[src/rtl/dmm_pkg.sv]
// Shared widths and item mode codes for the duration min/max/mean monitor.
package dmm_pkg;

  localparam int TS_W     = 64;
  localparam int CNT_W    = 32;
  localparam int US_W     = 55;
  localparam int CAT_IN_W = 3;
  localparam int MODE_W   = 2;
  localparam int STEP_W   = $clog2(TS_W);

  localparam logic [MODE_W-1:0] MODE_RECORD = 2'd0;
  localparam logic [MODE_W-1:0] MODE_CLEAR  = 2'd1;
  localparam logic [MODE_W-1:0] MODE_QUERY  = 2'd2;

endpackage

[src/rtl/duration_min_max_mean_monitor_top.sv]
// Top level of the power-transition duration min/max/mean monitor.
//
//   channel | signals                                   | transfer when
//   --------+-------------------------------------------+----------------------
//   in      | mode, category, start_ns, now_ns          | in_valid & in_ready
//   out     | event_count, mean_us, max_us, min_us,     | out_valid & out_ready
//           | enabled                                   |
//   cfg     | cfg_data (enable)                         | cfg_write
//
// Record: capture duration, then update category entry. Clear, ignored: handled in idle.
// Query: loaded into the output register once the 64 one-bit steps of the mean division
// are done; max and min are scaled meanwhile, 8 bits a step.
// Reset clears the enable register and marks every category entry empty.
// A query result waits in the output register; a new item is taken meanwhile,
// and a following query holds in its last step until the register is free.
module duration_min_max_mean_monitor_top
  import dmm_pkg::*;
#(
  parameter int NUM_CATEGORIES = 7,
  parameter int NS_PER_UNIT    = 1000
) (
  input  logic                clk,
  input  logic                rst,
  input  logic                cfg_write,
  input  logic                cfg_data,
  input  logic                in_valid,
  output logic                in_ready,
  input  logic [MODE_W-1:0]   mode,
  input  logic [CAT_IN_W-1:0] category,
  input  logic [TS_W-1:0]     start_ns,
  input  logic [TS_W-1:0]     now_ns,
  output logic                out_valid,
  input  logic                out_ready,
  output logic [CNT_W-1:0]    event_count,
  output logic [US_W-1:0]     mean_us,
  output logic [US_W-1:0]     max_us,
  output logic [US_W-1:0]     min_us,
  output logic                enabled
);

  localparam int CAT_W = (NUM_CATEGORIES > 1) ? $clog2(NUM_CATEGORIES) : 1;
  localparam int NSU_W = $clog2(NS_PER_UNIT + 1);
  localparam int DVS_W = CNT_W + NSU_W;

  localparam int DIG_W    = 8;
  localparam int CD_STEPS = TS_W / DIG_W;
  localparam int CDS_W    = $clog2(CD_STEPS);
  localparam int RCP_K    = 2 * NSU_W + DIG_W;
  localparam int T_W      = NSU_W + DIG_W;
  localparam int M_W      = RCP_K - NSU_W + 2;
  localparam int P_W      = T_W + M_W;
  localparam logic [M_W-1:0] RCP_M =
    M_W'(((64'd1 << RCP_K) + 64'(NS_PER_UNIT) - 64'd1) / 64'(NS_PER_UNIT));

  localparam logic [2:0] ST_IDLE  = 3'd0;
  localparam logic [2:0] ST_REC   = 3'd1;
  localparam logic [2:0] ST_START = 3'd2;
  localparam logic [2:0] ST_DIV   = 3'd3;
  localparam logic [2:0] ST_OUT   = 3'd4;

  logic [CNT_W-1:0] cnt_mem [NUM_CATEGORIES];
  logic [TS_W-1:0]  tot_mem [NUM_CATEGORIES];
  logic [TS_W-1:0]  max_mem [NUM_CATEGORIES];
  logic [TS_W-1:0]  min_mem [NUM_CATEGORIES];
  logic [NUM_CATEGORIES-1:0] valid;

  logic [2:0]          state;
  logic                enable;
  logic [CAT_IN_W-1:0] cat_reg;
  logic [TS_W-1:0]     d_reg;
  logic [US_W-1:0]     max_q;
  logic [US_W-1:0]     min_q;

  logic                cd_busy;
  logic                cd_sel;
  logic [CDS_W-1:0]    cd_step;
  logic [TS_W-1:0]     cd_val;
  logic [NSU_W-1:0]    cd_rem;
  logic [TS_W-1:0]     cd_quo;

  logic [CAT_W-1:0] idx;
  logic             cat_ok;
  logic             hit;
  logic             in_cat_ok;
  logic [CNT_W-1:0] rd_cnt;
  logic [TS_W-1:0]  rd_tot;
  logic [TS_W-1:0]  rd_max;
  logic [TS_W-1:0]  rd_min;
  logic             div_start;
  logic [TS_W-1:0]  div_dividend;
  logic [DVS_W-1:0] div_divisor;
  logic             div_done;
  logic [TS_W-1:0]  div_quo;
  logic             out_free;
  logic [T_W-1:0]   cd_t;
  logic [P_W-1:0]   cd_prod;
  logic [DIG_W-1:0] cd_q;
  logic [T_W-1:0]   cd_r;
  logic [TS_W-1:0]  cd_quo_next;
  logic             cd_last;

  assign in_ready  = (state == ST_IDLE);
  assign in_cat_ok = (int'(category) < NUM_CATEGORIES);
  assign cat_ok    = (int'(cat_reg) < NUM_CATEGORIES);
  assign idx       = CAT_W'(cat_reg);
  assign hit       = cat_ok && valid[idx];
  assign rd_cnt    = hit ? cnt_mem[idx] : '0;
  assign rd_tot    = hit ? tot_mem[idx] : '0;
  assign rd_max    = hit ? max_mem[idx] : '0;
  assign rd_min    = hit ? min_mem[idx] : '0;
  assign out_free  = !out_valid || out_ready;

  assign div_start    = (state == ST_START);
  assign div_dividend = rd_tot;
  assign div_divisor  = DVS_W'(rd_cnt) * DVS_W'(NS_PER_UNIT);

  assign cd_t        = {cd_rem, cd_val[TS_W-1 -: DIG_W]};
  assign cd_prod     = P_W'(cd_t) * P_W'(RCP_M);
  assign cd_q        = cd_prod[RCP_K +: DIG_W];
  assign cd_r        = cd_t - T_W'(cd_q) * T_W'(NS_PER_UNIT);
  assign cd_quo_next = {cd_quo[TS_W-DIG_W-1:0], cd_q};
  assign cd_last     = (cd_step == CDS_W'(CD_STEPS - 1));

  dmm_div #(
    .DVS_W(DVS_W)
  ) u_div (
    .clk      (clk),
    .rst      (rst),
    .start    (div_start),
    .dividend (div_dividend),
    .divisor  (div_divisor),
    .done     (div_done),
    .quotient (div_quo)
  );

  always_ff @(posedge clk) begin
    if (rst) begin
      state     <= ST_IDLE;
      enable    <= 1'b0;
      valid     <= '0;
      out_valid <= 1'b0;
      cd_busy   <= 1'b0;
    end else begin
      if (cfg_write) begin
        enable <= cfg_data;
      end
      if (state == ST_OUT && out_free) begin
        out_valid <= 1'b1;
      end else if (out_valid && out_ready) begin
        out_valid <= 1'b0;
      end
      if (state == ST_START) begin
        cd_busy <= 1'b1;
      end else if (cd_busy && cd_last && cd_sel) begin
        cd_busy <= 1'b0;
      end
      unique case (state)
        ST_IDLE: begin
          if (in_valid) begin
            unique case (mode)
              MODE_RECORD: begin
                if (enable && in_cat_ok) begin
                  state <= ST_REC;
                end
              end
              MODE_CLEAR: valid <= '0;
              MODE_QUERY: state <= ST_START;
              default: ;
            endcase
          end
        end
        ST_REC: begin
          valid[idx] <= 1'b1;
          state      <= ST_IDLE;
        end
        ST_START: begin
          state <= ST_DIV;
        end
        ST_DIV: begin
          if (div_done) begin
            state <= ST_OUT;
          end
        end
        ST_OUT: begin
          if (out_free) begin
            state <= ST_IDLE;
          end
        end
        default: state <= ST_IDLE;
      endcase
    end
  end

  always_ff @(posedge clk) begin
    if (state == ST_IDLE && in_valid) begin
      cat_reg <= category;
      d_reg   <= now_ns - start_ns;
    end
    if (state == ST_REC) begin
      cnt_mem[idx] <= rd_cnt + 1'b1;
      tot_mem[idx] <= rd_tot + d_reg;
      max_mem[idx] <= (rd_max < d_reg) ? d_reg : rd_max;
      min_mem[idx] <= (rd_min == '0 || rd_min > d_reg) ? d_reg : rd_min;
    end
    if (state == ST_START) begin
      cd_val  <= rd_max;
      cd_rem  <= '0;
      cd_step <= '0;
      cd_sel  <= 1'b0;
    end else if (cd_busy) begin
      cd_quo <= cd_quo_next;
      if (cd_last) begin
        cd_val  <= rd_min;
        cd_rem  <= '0;
        cd_step <= '0;
        cd_sel  <= 1'b1;
        if (cd_sel) begin
          min_q <= cd_quo_next[US_W-1:0];
        end else begin
          max_q <= cd_quo_next[US_W-1:0];
        end
      end else begin
        cd_val  <= cd_val << DIG_W;
        cd_rem  <= cd_r[NSU_W-1:0];
        cd_step <= cd_step + 1'b1;
      end
    end
    if (state == ST_OUT && out_free) begin
      event_count <= rd_cnt;
      mean_us     <= (rd_cnt == '0) ? '0 : div_quo[US_W-1:0];
      max_us      <= max_q;
      min_us      <= min_q;
      enabled     <= enable;
    end
  end

`ifndef SYNTHESIS
  a_done_in_div: assert property (@(posedge clk) disable iff (rst)
    div_done |-> state == ST_DIV)
    else $error("divider finished outside a query division");

  a_scale_ahead: assert property (@(posedge clk) disable iff (rst)
    div_done |-> !cd_busy)
    else $error("max and min scaling still running at end of mean division");

  a_out_from_load: assert property (@(posedge clk) disable iff (rst)
    $rose(out_valid) |-> $past(state == ST_OUT))
    else $error("result raised without a load step");

  a_mean_needs_count: assert property (@(posedge clk) disable iff (rst)
    out_valid && mean_us != '0 |-> event_count != '0)
    else $error("nonzero mean reported for an empty category");

  a_max_ge_min: assert property (@(posedge clk) disable iff (rst)
    out_valid |-> max_us >= min_us)
    else $error("reported maximum below reported minimum");
`endif

endmodule

[src/rtl/dmm_div.sv]
// Radix-2 restoring divider, one quotient bit per cycle, used for the query mean.
module dmm_div
  import dmm_pkg::*;
#(
  parameter int DVS_W = 52
) (
  input  logic             clk,
  input  logic             rst,
  input  logic             start,
  input  logic [TS_W-1:0]  dividend,
  input  logic [DVS_W-1:0] divisor,
  output logic             done,
  output logic [TS_W-1:0]  quotient
);

  logic [TS_W-1:0]   quo;
  logic [DVS_W-1:0]  rem;
  logic [DVS_W-1:0]  dvs;
  logic [STEP_W-1:0] step;
  logic              busy;
  logic [DVS_W:0]    trial;
  logic [DVS_W:0]    diff;
  logic              ge;

  assign trial    = {rem, quo[TS_W-1]};
  assign ge       = trial >= {1'b0, dvs};
  assign diff     = trial - {1'b0, dvs};
  assign quotient = quo;

  always_ff @(posedge clk) begin
    if (rst) begin
      busy <= 1'b0;
      done <= 1'b0;
    end else begin
      done <= 1'b0;
      if (start) begin
        busy <= 1'b1;
      end else if (busy && step == STEP_W'(TS_W - 1)) begin
        busy <= 1'b0;
        done <= 1'b1;
      end
    end
  end

  always_ff @(posedge clk) begin
    if (start) begin
      quo  <= dividend;
      rem  <= '0;
      dvs  <= divisor;
      step <= '0;
    end else if (busy) begin
      quo  <= {quo[TS_W-2:0], ge};
      rem  <= ge ? diff[DVS_W-1:0] : trial[DVS_W-1:0];
      step <= step + 1'b1;
    end
  end

endmodule

[config.mk]
export PLATFORM = sky130hd
export DESIGN_NAME = duration_min_max_mean_monitor_top
export DESIGN_NICKNAME = d
export VERILOG_FILES = /design/src/rtl/dmm_pkg.sv /design/src/rtl/duration_min_max_mean_monitor_top.sv /design/src/rtl/dmm_div.sv
export SDC_FILE = /design/constraint.sdc
export NUM_CORES = 2
export LEC_CHECK = 0
export BUFFER_PORTS_ARGS = -buffer_cell sky130_fd_sc_hd__buf_2
export CAP_MARGIN = 20
export CELL_PAD_IN_SITES_DETAIL_PLACEMENT = 0
export CELL_PAD_IN_SITES_GLOBAL_PLACEMENT = 1
export CORE_AREA = 4 4 546 386
export DETAILED_ROUTE_END_ITERATION = 8
export DIE_AREA = 0 0 550 390
export PLACE_DENSITY = 0.88
export SYNTH_ARGS = -nofsm -noshare
export SYNTH_HDL_FRONTEND = slang
export SYNTH_HIERARCHICAL = 1
export SYNTH_SLANG_ARGS = --single-unit
[constraint.sdc]
create_clock -name clk -period 23.9 [get_ports clk]
set_clock_uncertainty 0.1 [all_clocks]
set_input_delay 2.39 -clock clk [delete_from_list [all_inputs] [get_ports clk]]
set_output_delay 2.39 -clock clk [all_outputs]
set_load 0.01 [all_outputs]
# ---- After elaboration in Yosys (flattened, before gate mapping)
# Memories as Yosys holds them, arrays and structs flattened. A register that Yosys moved wholly into a read port is not among the register bits.
# Index checks and enable logic that the tools add are counted.
dict set report totals {
  regBits 666
  ram_bits 1568
  inputBits 139
  out_inout_bits 200
  mem_count 4
}
dict set report classes {
  n_addsub 7
  n_mul 3
  magnitude_cmp 7
  eq_ne 14
  muxes 40
  n_bitwise 3
  reduce_logical 29
}
# memory depth width read_ports rd_clocked_by_memory_dff write_ports line_no
set memory_table {}
lappend memory_table {max_mem 7 64 1 1 1 duration_min_max_mean_monitor_top.sv:63} ;# logic [TS_W-1:0] max_mem [NUM_CATEGORIES];
lappend memory_table {min_mem 7 64 1 1 1 duration_min_max_mean_monitor_top.sv:64} ;# logic [TS_W-1:0] min_mem [NUM_CATEGORIES];
lappend memory_table {tot_mem 7 64 1 1 1 duration_min_max_mean_monitor_top.sv:62} ;# logic [TS_W-1:0] tot_mem [NUM_CATEGORIES];
lappend memory_table {cnt_mem 7 32 1 1 1 duration_min_max_mean_monitor_top.sv:61} ;# logic [CNT_W-1:0] cnt_mem [NUM_CATEGORIES];
# operator count
set ops {}
lappend ops {{64-bit two-way mux} 10}
lappend ops {{64-bit adder} 1}
lappend ops {{64-bit > comparator} 1}
lappend ops {{64-bit zero test} 1}
lappend ops {{64-bit < comparator} 1}
lappend ops {{64-bit subtractor} 1}
lappend ops {{43-bit by 42-bit greater-or-equal comparator with 1-bit output} 1}
lappend ops {{42-bit two-way mux} 1}
lappend ops {{42-bit subtractor} 1}
lappend ops {{32-bit by 7-bit multiplier with 39-bit output (second input constant)} 1}
lappend ops {{18-bit by 17-bit multiplier with 34-bit output (second input constant)} 1}
lappend ops {{32-bit by 1-bit adder with 32-bit output (second input constant)} 1}
lappend ops {{32-bit zero test} 1}
lappend ops {{32-bit two-way mux} 1}
lappend ops {{3-bit two-way mux} 9}
lappend ops {{7-bit two-way mux} 2}
lappend ops {{7-bit case mux with 2 select lines} 1}
lappend ops {{3-bit case mux with 4 select lines} 1}
lappend ops {{2-bit nonzero test} 6}
lappend ops {{1-bit two-way mux} 11}
lappend ops {{10-bit two-way mux} 1}
lappend ops {{10-bit subtractor} 1}
lappend ops {{1-bit logical AND} 9}
lappend ops {{8-bit by 7-bit multiplier with 7-bit output (second input constant)} 1}
lappend ops {{other kinds (29)} 38}

# ---- Longest topological paths before layout
dict set report depth {
  depth_word 7
  depth_mapped 35
}

# ---- Cells and area by module
# The synthesis kept the hierarchy.
# mod instances cells_per_inst area_each_um2 seq_area_each_um2
set by_module_without_submodules {}
lappend by_module_without_submodules {duration_min_max_mean_monitor_top 1 6717 99723.1 62279.7}
lappend by_module_without_submodules {dmm_div 1 832 8670.8 4184.0}

# ---- Worst setup path after synthesis
# Ideal clock, no wire load.
dict set report synth_path {
  kind {reg-to-reg}
  start {register state[2]}
  end {memory cnt_mem[0][0] (enable)}
  setup_ns 1.082
  t_arrival_ns 15.966
  path_slack_ns 6.751
  stages_incl_launch_ff 5
  path_buffers 1
  period_less_slack_ns 17.149
  path_cell_list {dfxtp_1 > clkbuf_1 > nor3b_1 > nand2_1 > nor3_1}
}
dict set report synth_between {
  elab_chain_cells 3
}
# element line_no
set synth_rtl {}
lappend synth_rtl {{start, declared} duration_min_max_mean_monitor_top.sv:67} ;# logic [2:0] state;
lappend synth_rtl {{start signal, assigned} duration_min_max_mean_monitor_top.sv:138} ;# state <= ST_IDLE;
lappend synth_rtl {{start signal, assigned} duration_min_max_mean_monitor_top.sv:163} ;# state <= ST_REC;
lappend synth_rtl {{start signal, assigned} duration_min_max_mean_monitor_top.sv:167} ;# MODE_QUERY: state <= ST_START;
lappend synth_rtl {{3-bit by 1-bit == test with 1-bit output} duration_min_max_mean_monitor_top.sv:199} ;# if (state == ST_REC) begin
lappend synth_rtl {{1-bit two-way mux} duration_min_max_mean_monitor_top.sv:199}
lappend synth_rtl {{1-bit two-way mux (not written as such)} duration_min_max_mean_monitor_top.sv:200} ;# cnt_mem[idx] <= rd_cnt + 1'b1;
lappend synth_rtl {{end, declared} duration_min_max_mean_monitor_top.sv:61}
# Every way passes these cells.

# ---- Worst setup path after layout
dict set report layout_path {
  start {register cd_val[62]}
  end {register cd_rem[9]}
}
dict set report layout_between {
  elab_chain_cells 4
}
# element line_no
set layout_rtl {}
lappend layout_rtl {{start, declared} duration_min_max_mean_monitor_top.sv:77} ;# logic [TS_W-1:0] cd_val;
lappend layout_rtl {{start signal, assigned} duration_min_max_mean_monitor_top.sv:206} ;# cd_val <= rd_max;
lappend layout_rtl {{start signal, assigned} duration_min_max_mean_monitor_top.sv:213} ;# cd_val <= rd_min;
lappend layout_rtl {{start signal, assigned} duration_min_max_mean_monitor_top.sv:223} ;# cd_val <= cd_val << DIG_W;
lappend layout_rtl {{18-bit by 17-bit multiplier with 34-bit output} duration_min_max_mean_monitor_top.sv:118} ;# assign cd_prod = P_W'(cd_t) * P_W'(RCP_M);
lappend layout_rtl {{via cd_prod[30]} duration_min_max_mean_monitor_top.sv:96} ;# logic [P_W-1:0] cd_prod;
lappend layout_rtl {{8-bit by 7-bit multiplier with 7-bit output} duration_min_max_mean_monitor_top.sv:120} ;# assign cd_r = cd_t - T_W'(cd_q) * T_W'(NS_PER_UNIT);
lappend layout_rtl {{10-bit subtractor} duration_min_max_mean_monitor_top.sv:120}
lappend layout_rtl {{10-bit two-way mux} duration_min_max_mean_monitor_top.sv:212} ;# if (cd_last) begin
lappend layout_rtl {{end signal, assigned} duration_min_max_mean_monitor_top.sv:224} ;# cd_rem <= cd_r[NSU_W-1:0];
lappend layout_rtl {{end, declared} duration_min_max_mean_monitor_top.sv:78} ;# logic [NSU_W-1:0] cd_rem;
# The timed path passes the listed nets, and every way through them passes these cells.
# A chain may end at the register's enable or synchronous reset.

==> impl_metrics.yaml <==
setup_path:
  crit_path_start_kind: "flip-flop"
  worst_setup_path_end_kind: "flip-flop"
  critPathRequiredTime_ns: 24.54
  slowest_delay_ns: 0.66
  crit_arrival_ns: 9.59
  crit_type: "flip-flop to flip-flop"
  cp_common_cell: "ha_1"
  cp_slowest_cell: "xnor2_1"
  crit_fanout: 8
power_and_ir_drop:
  leakagePower_nw: 45.8
  pwr_density_cell_nw_per_um2: 101
  irDropWorstVdd_mv: 0.364
final_layout:
  largestRegisters: "max_mem (448), min_mem (448), tot_mem (448)"
  fillCellCount: 15508
  drive_above_1_share_pct: 14.3
  nNetsFinal: 8747
  area_growth_pct: 10.7
  layout.area.seq_um2: 66500
  multi_input_area_um2: 38700
  stdcell_count: 10815
cts:
  cts_buffer_depth: 3
  clock_latency_ns: 0.87
  cts_setup_buffers: 0
  clkSlewWorstSetupHoldPaths_ns: 0.07
  root_buffer: "clkbuf_16"
  cts_sinks: 2240
  post_cts_resize_count: 0
  hold_buffers: 0
  htree_levels: 4
  tritoncts: "built"
  numCtsBuffers: 208
logic_synthesis:
  synth-main-ff-cell: "edfxtp_1"
  postSynth.asyncResetShare_pct: 0
  syn_area_per_cell_um2: 14.4
  synth_area_um2: 108000
  syn_inst: 7549
  synth_cell_types: 84
  yosysWarnings: 6
  synth_edf_count: 2160
  yosysSeqAreaShare_pct: 61.3
  synth-seq-cells: 2240
placement:
  place_ws_ns: 14.51
  dp.cells: 10415
  dp_hpwl_mm: 181
  port_buffers: 338
  gp_congestion: 0.930
global_route:
  overflow: 0
  grt_most_used_layer: "met1"
  grt_pass1_vias: 63713
  globalRouteMet3Util_pct: 5.03
  grt_use_total_pct: 25.1
  grt_pass1_wl_mm: 407
  antenna_found_initial: 27
  met2_usage_pct: 36.7
  gr-usage-met1_pct: 38.6
  grt_max_degree: 160
flow_run:
  maxCapViolCount: 0
outcome:
  outcome: "completed"
timing:
  hold_viol: 0
  fin_crit_sh_pct: 37.4
  whs_ns: 0.310
  final.min_clock_period_ns: 8.95
  fin_ws_ns: 14.95
  fin_tns_setup_ns: 0
  drv_slew: 0
  maxSlewHeadroom_pct: 16.7
  fmax_mhz: 112
  setup_viol: 0
  rsz0062_at_grt: "no"
  worstMarginPinSlew_ns: 1.24
routing:
  detail_route.first_pass.iterations: 6
  wl_per_cell_um: 25.0
  vias: 64827
  postRouteWirelength_mm: 270
  drtIter0Drc: 8157
  postRouteAntennaNets: 0
  routed_via_density: 5.99
  drc: 0
floorplan:
  fp.dieArea_um2: 215000
  core-area_um2: 205000
  io_pins: 339
  num_rows: 139
  start_util_pct: 53.0
  die_height_um: 390
  die-width_um: 550
worst_hold_path:
  hp-class: "flip-flop to flip-flop"
## cells by family (layout without fill, tap and decap cells)
logic type,count (synthesis),count (layout),share of synthesized area (%)
adders and majority gates,730,730,9.62
DFF,2240,2240,61.3
other,1,10,0.00346
AOI/OAI and AO/OA,1188,1188,6.77
xor gates and xnor gates,237,237,1.93
buffers and inverters,849,1357,3.11
muxes,933,933,11.4
and+or+nand+nor,1371,1371,5.82
## cell type report
type	count	area share, %
Inverter	548	1.72
Clock inverter	137	1.21
Multi-Input combinational cell	4462	32.2
Clock buffer	254	4.51
Tap cell	2749	2.87
Sequential cell	2240	55.4
Timing Repair Buffer	418	2.06
Antenna cell	7	0.0146
## final timing paths
| check | from | end | slack (ns) | cells past startpoint |
|---|---|---|---|---|
| setup reg to reg | cd_val[62] | cd_rem[9] | 14.95 | 32 |
| hold / removal | min_q[46] | min_us[46] | 0.31 | 0 |
| setup / recovery | cd_val[62] | cd_rem[9] | 14.95 | 32 |
| hold reg to reg | min_q[46] | min_us[46] | 0.31 | 0 |
## cell usage after synthesis (80+ instances only)
library cell  number  area (um2)
a21o_1           156        1170
a21oi_1          262        1310
clkbuf_1         177         664
dfxtp_1           80        1600
edfxtp_1        2160       64900
fa_1             172        3440
ha_1             558        6980
inv_1            548        2060
mux2_2           135        1520
mux2i_1          514        5140
mux4_2           224        5040
nand2_1          498        1870
nand4_1           83         519
nor2_1           389        1460
nor2b_1          108         676
o21ai_0          430        2150
xnor2_1          159        1390
## worst max-delay path: cells and delay by family, from the launching register on
family | cells | cell delay (ns)
compound gates | 5 | 0.87
buf+inv | 7 | 0.48
fa+ha+maj | 13 | 5.13
xor+xnor | 6 | 1.50
simple gates | 1 | 0.17
flops | 1 | 0.58
## routing by layer
layer	up-vias	part of all wire [%]
li1	28929	-
met1	32478	44
met2	3030	44
met3	380	10
met4	10	2.4
met5	-	0.027
## stage by stage
| stage | total power, W | util, % | area [um2] |
|---|---|---|---|
| after CTS | 0.0121 | 58.6 | 120000 |
| after detailed placement | 0.00877 | 55.2 | 113000 |
| after floorplan | 0.00776 | - | 108000 |
| after global routing | 0.0127 | 58.6 | 120000 |
| after global placement | 0.00873 | 55.2 | 113000 |
| final | 0.0121 | 58.6 | 120000 |
## power breakdown
| part | internal [W] | total (W) | switching, W | leakage, nW |
|---|---|---|---|---|
| logic | 0.00163 | 0.00388 | 0.00225 | 22.2 |
| clock network | 0.00185 | 0.00335 | 0.00150 | 3.32 |
| registers | 0.00466 | 0.00484 | 0.000181 | 20.2 |
## cells in the final DEF (no fill, tap or decap), drive strengths merged, types with 35 or more instances in the layout
cell type / instances
nor2b: 108
fa: 172
mux4: 224
ha: 558
mux2i: 514
a311oi: 35
and3: 39
clkinv: 95
a21o: 156
nand3: 50
nand2: 498
o21bai: 35
edfxtp: 2160
nor3: 40
or2: 41
a21oi: 263
nand2b: 35
dfxtp: 80
nor2: 389
xnor2: 159
clkbuf: 255
nand4: 83
inv: 562
mux2: 195
o21ai: 438
o21a: 37
buf: 417
xor2: 77
Power figures use the tool's default switching activity.
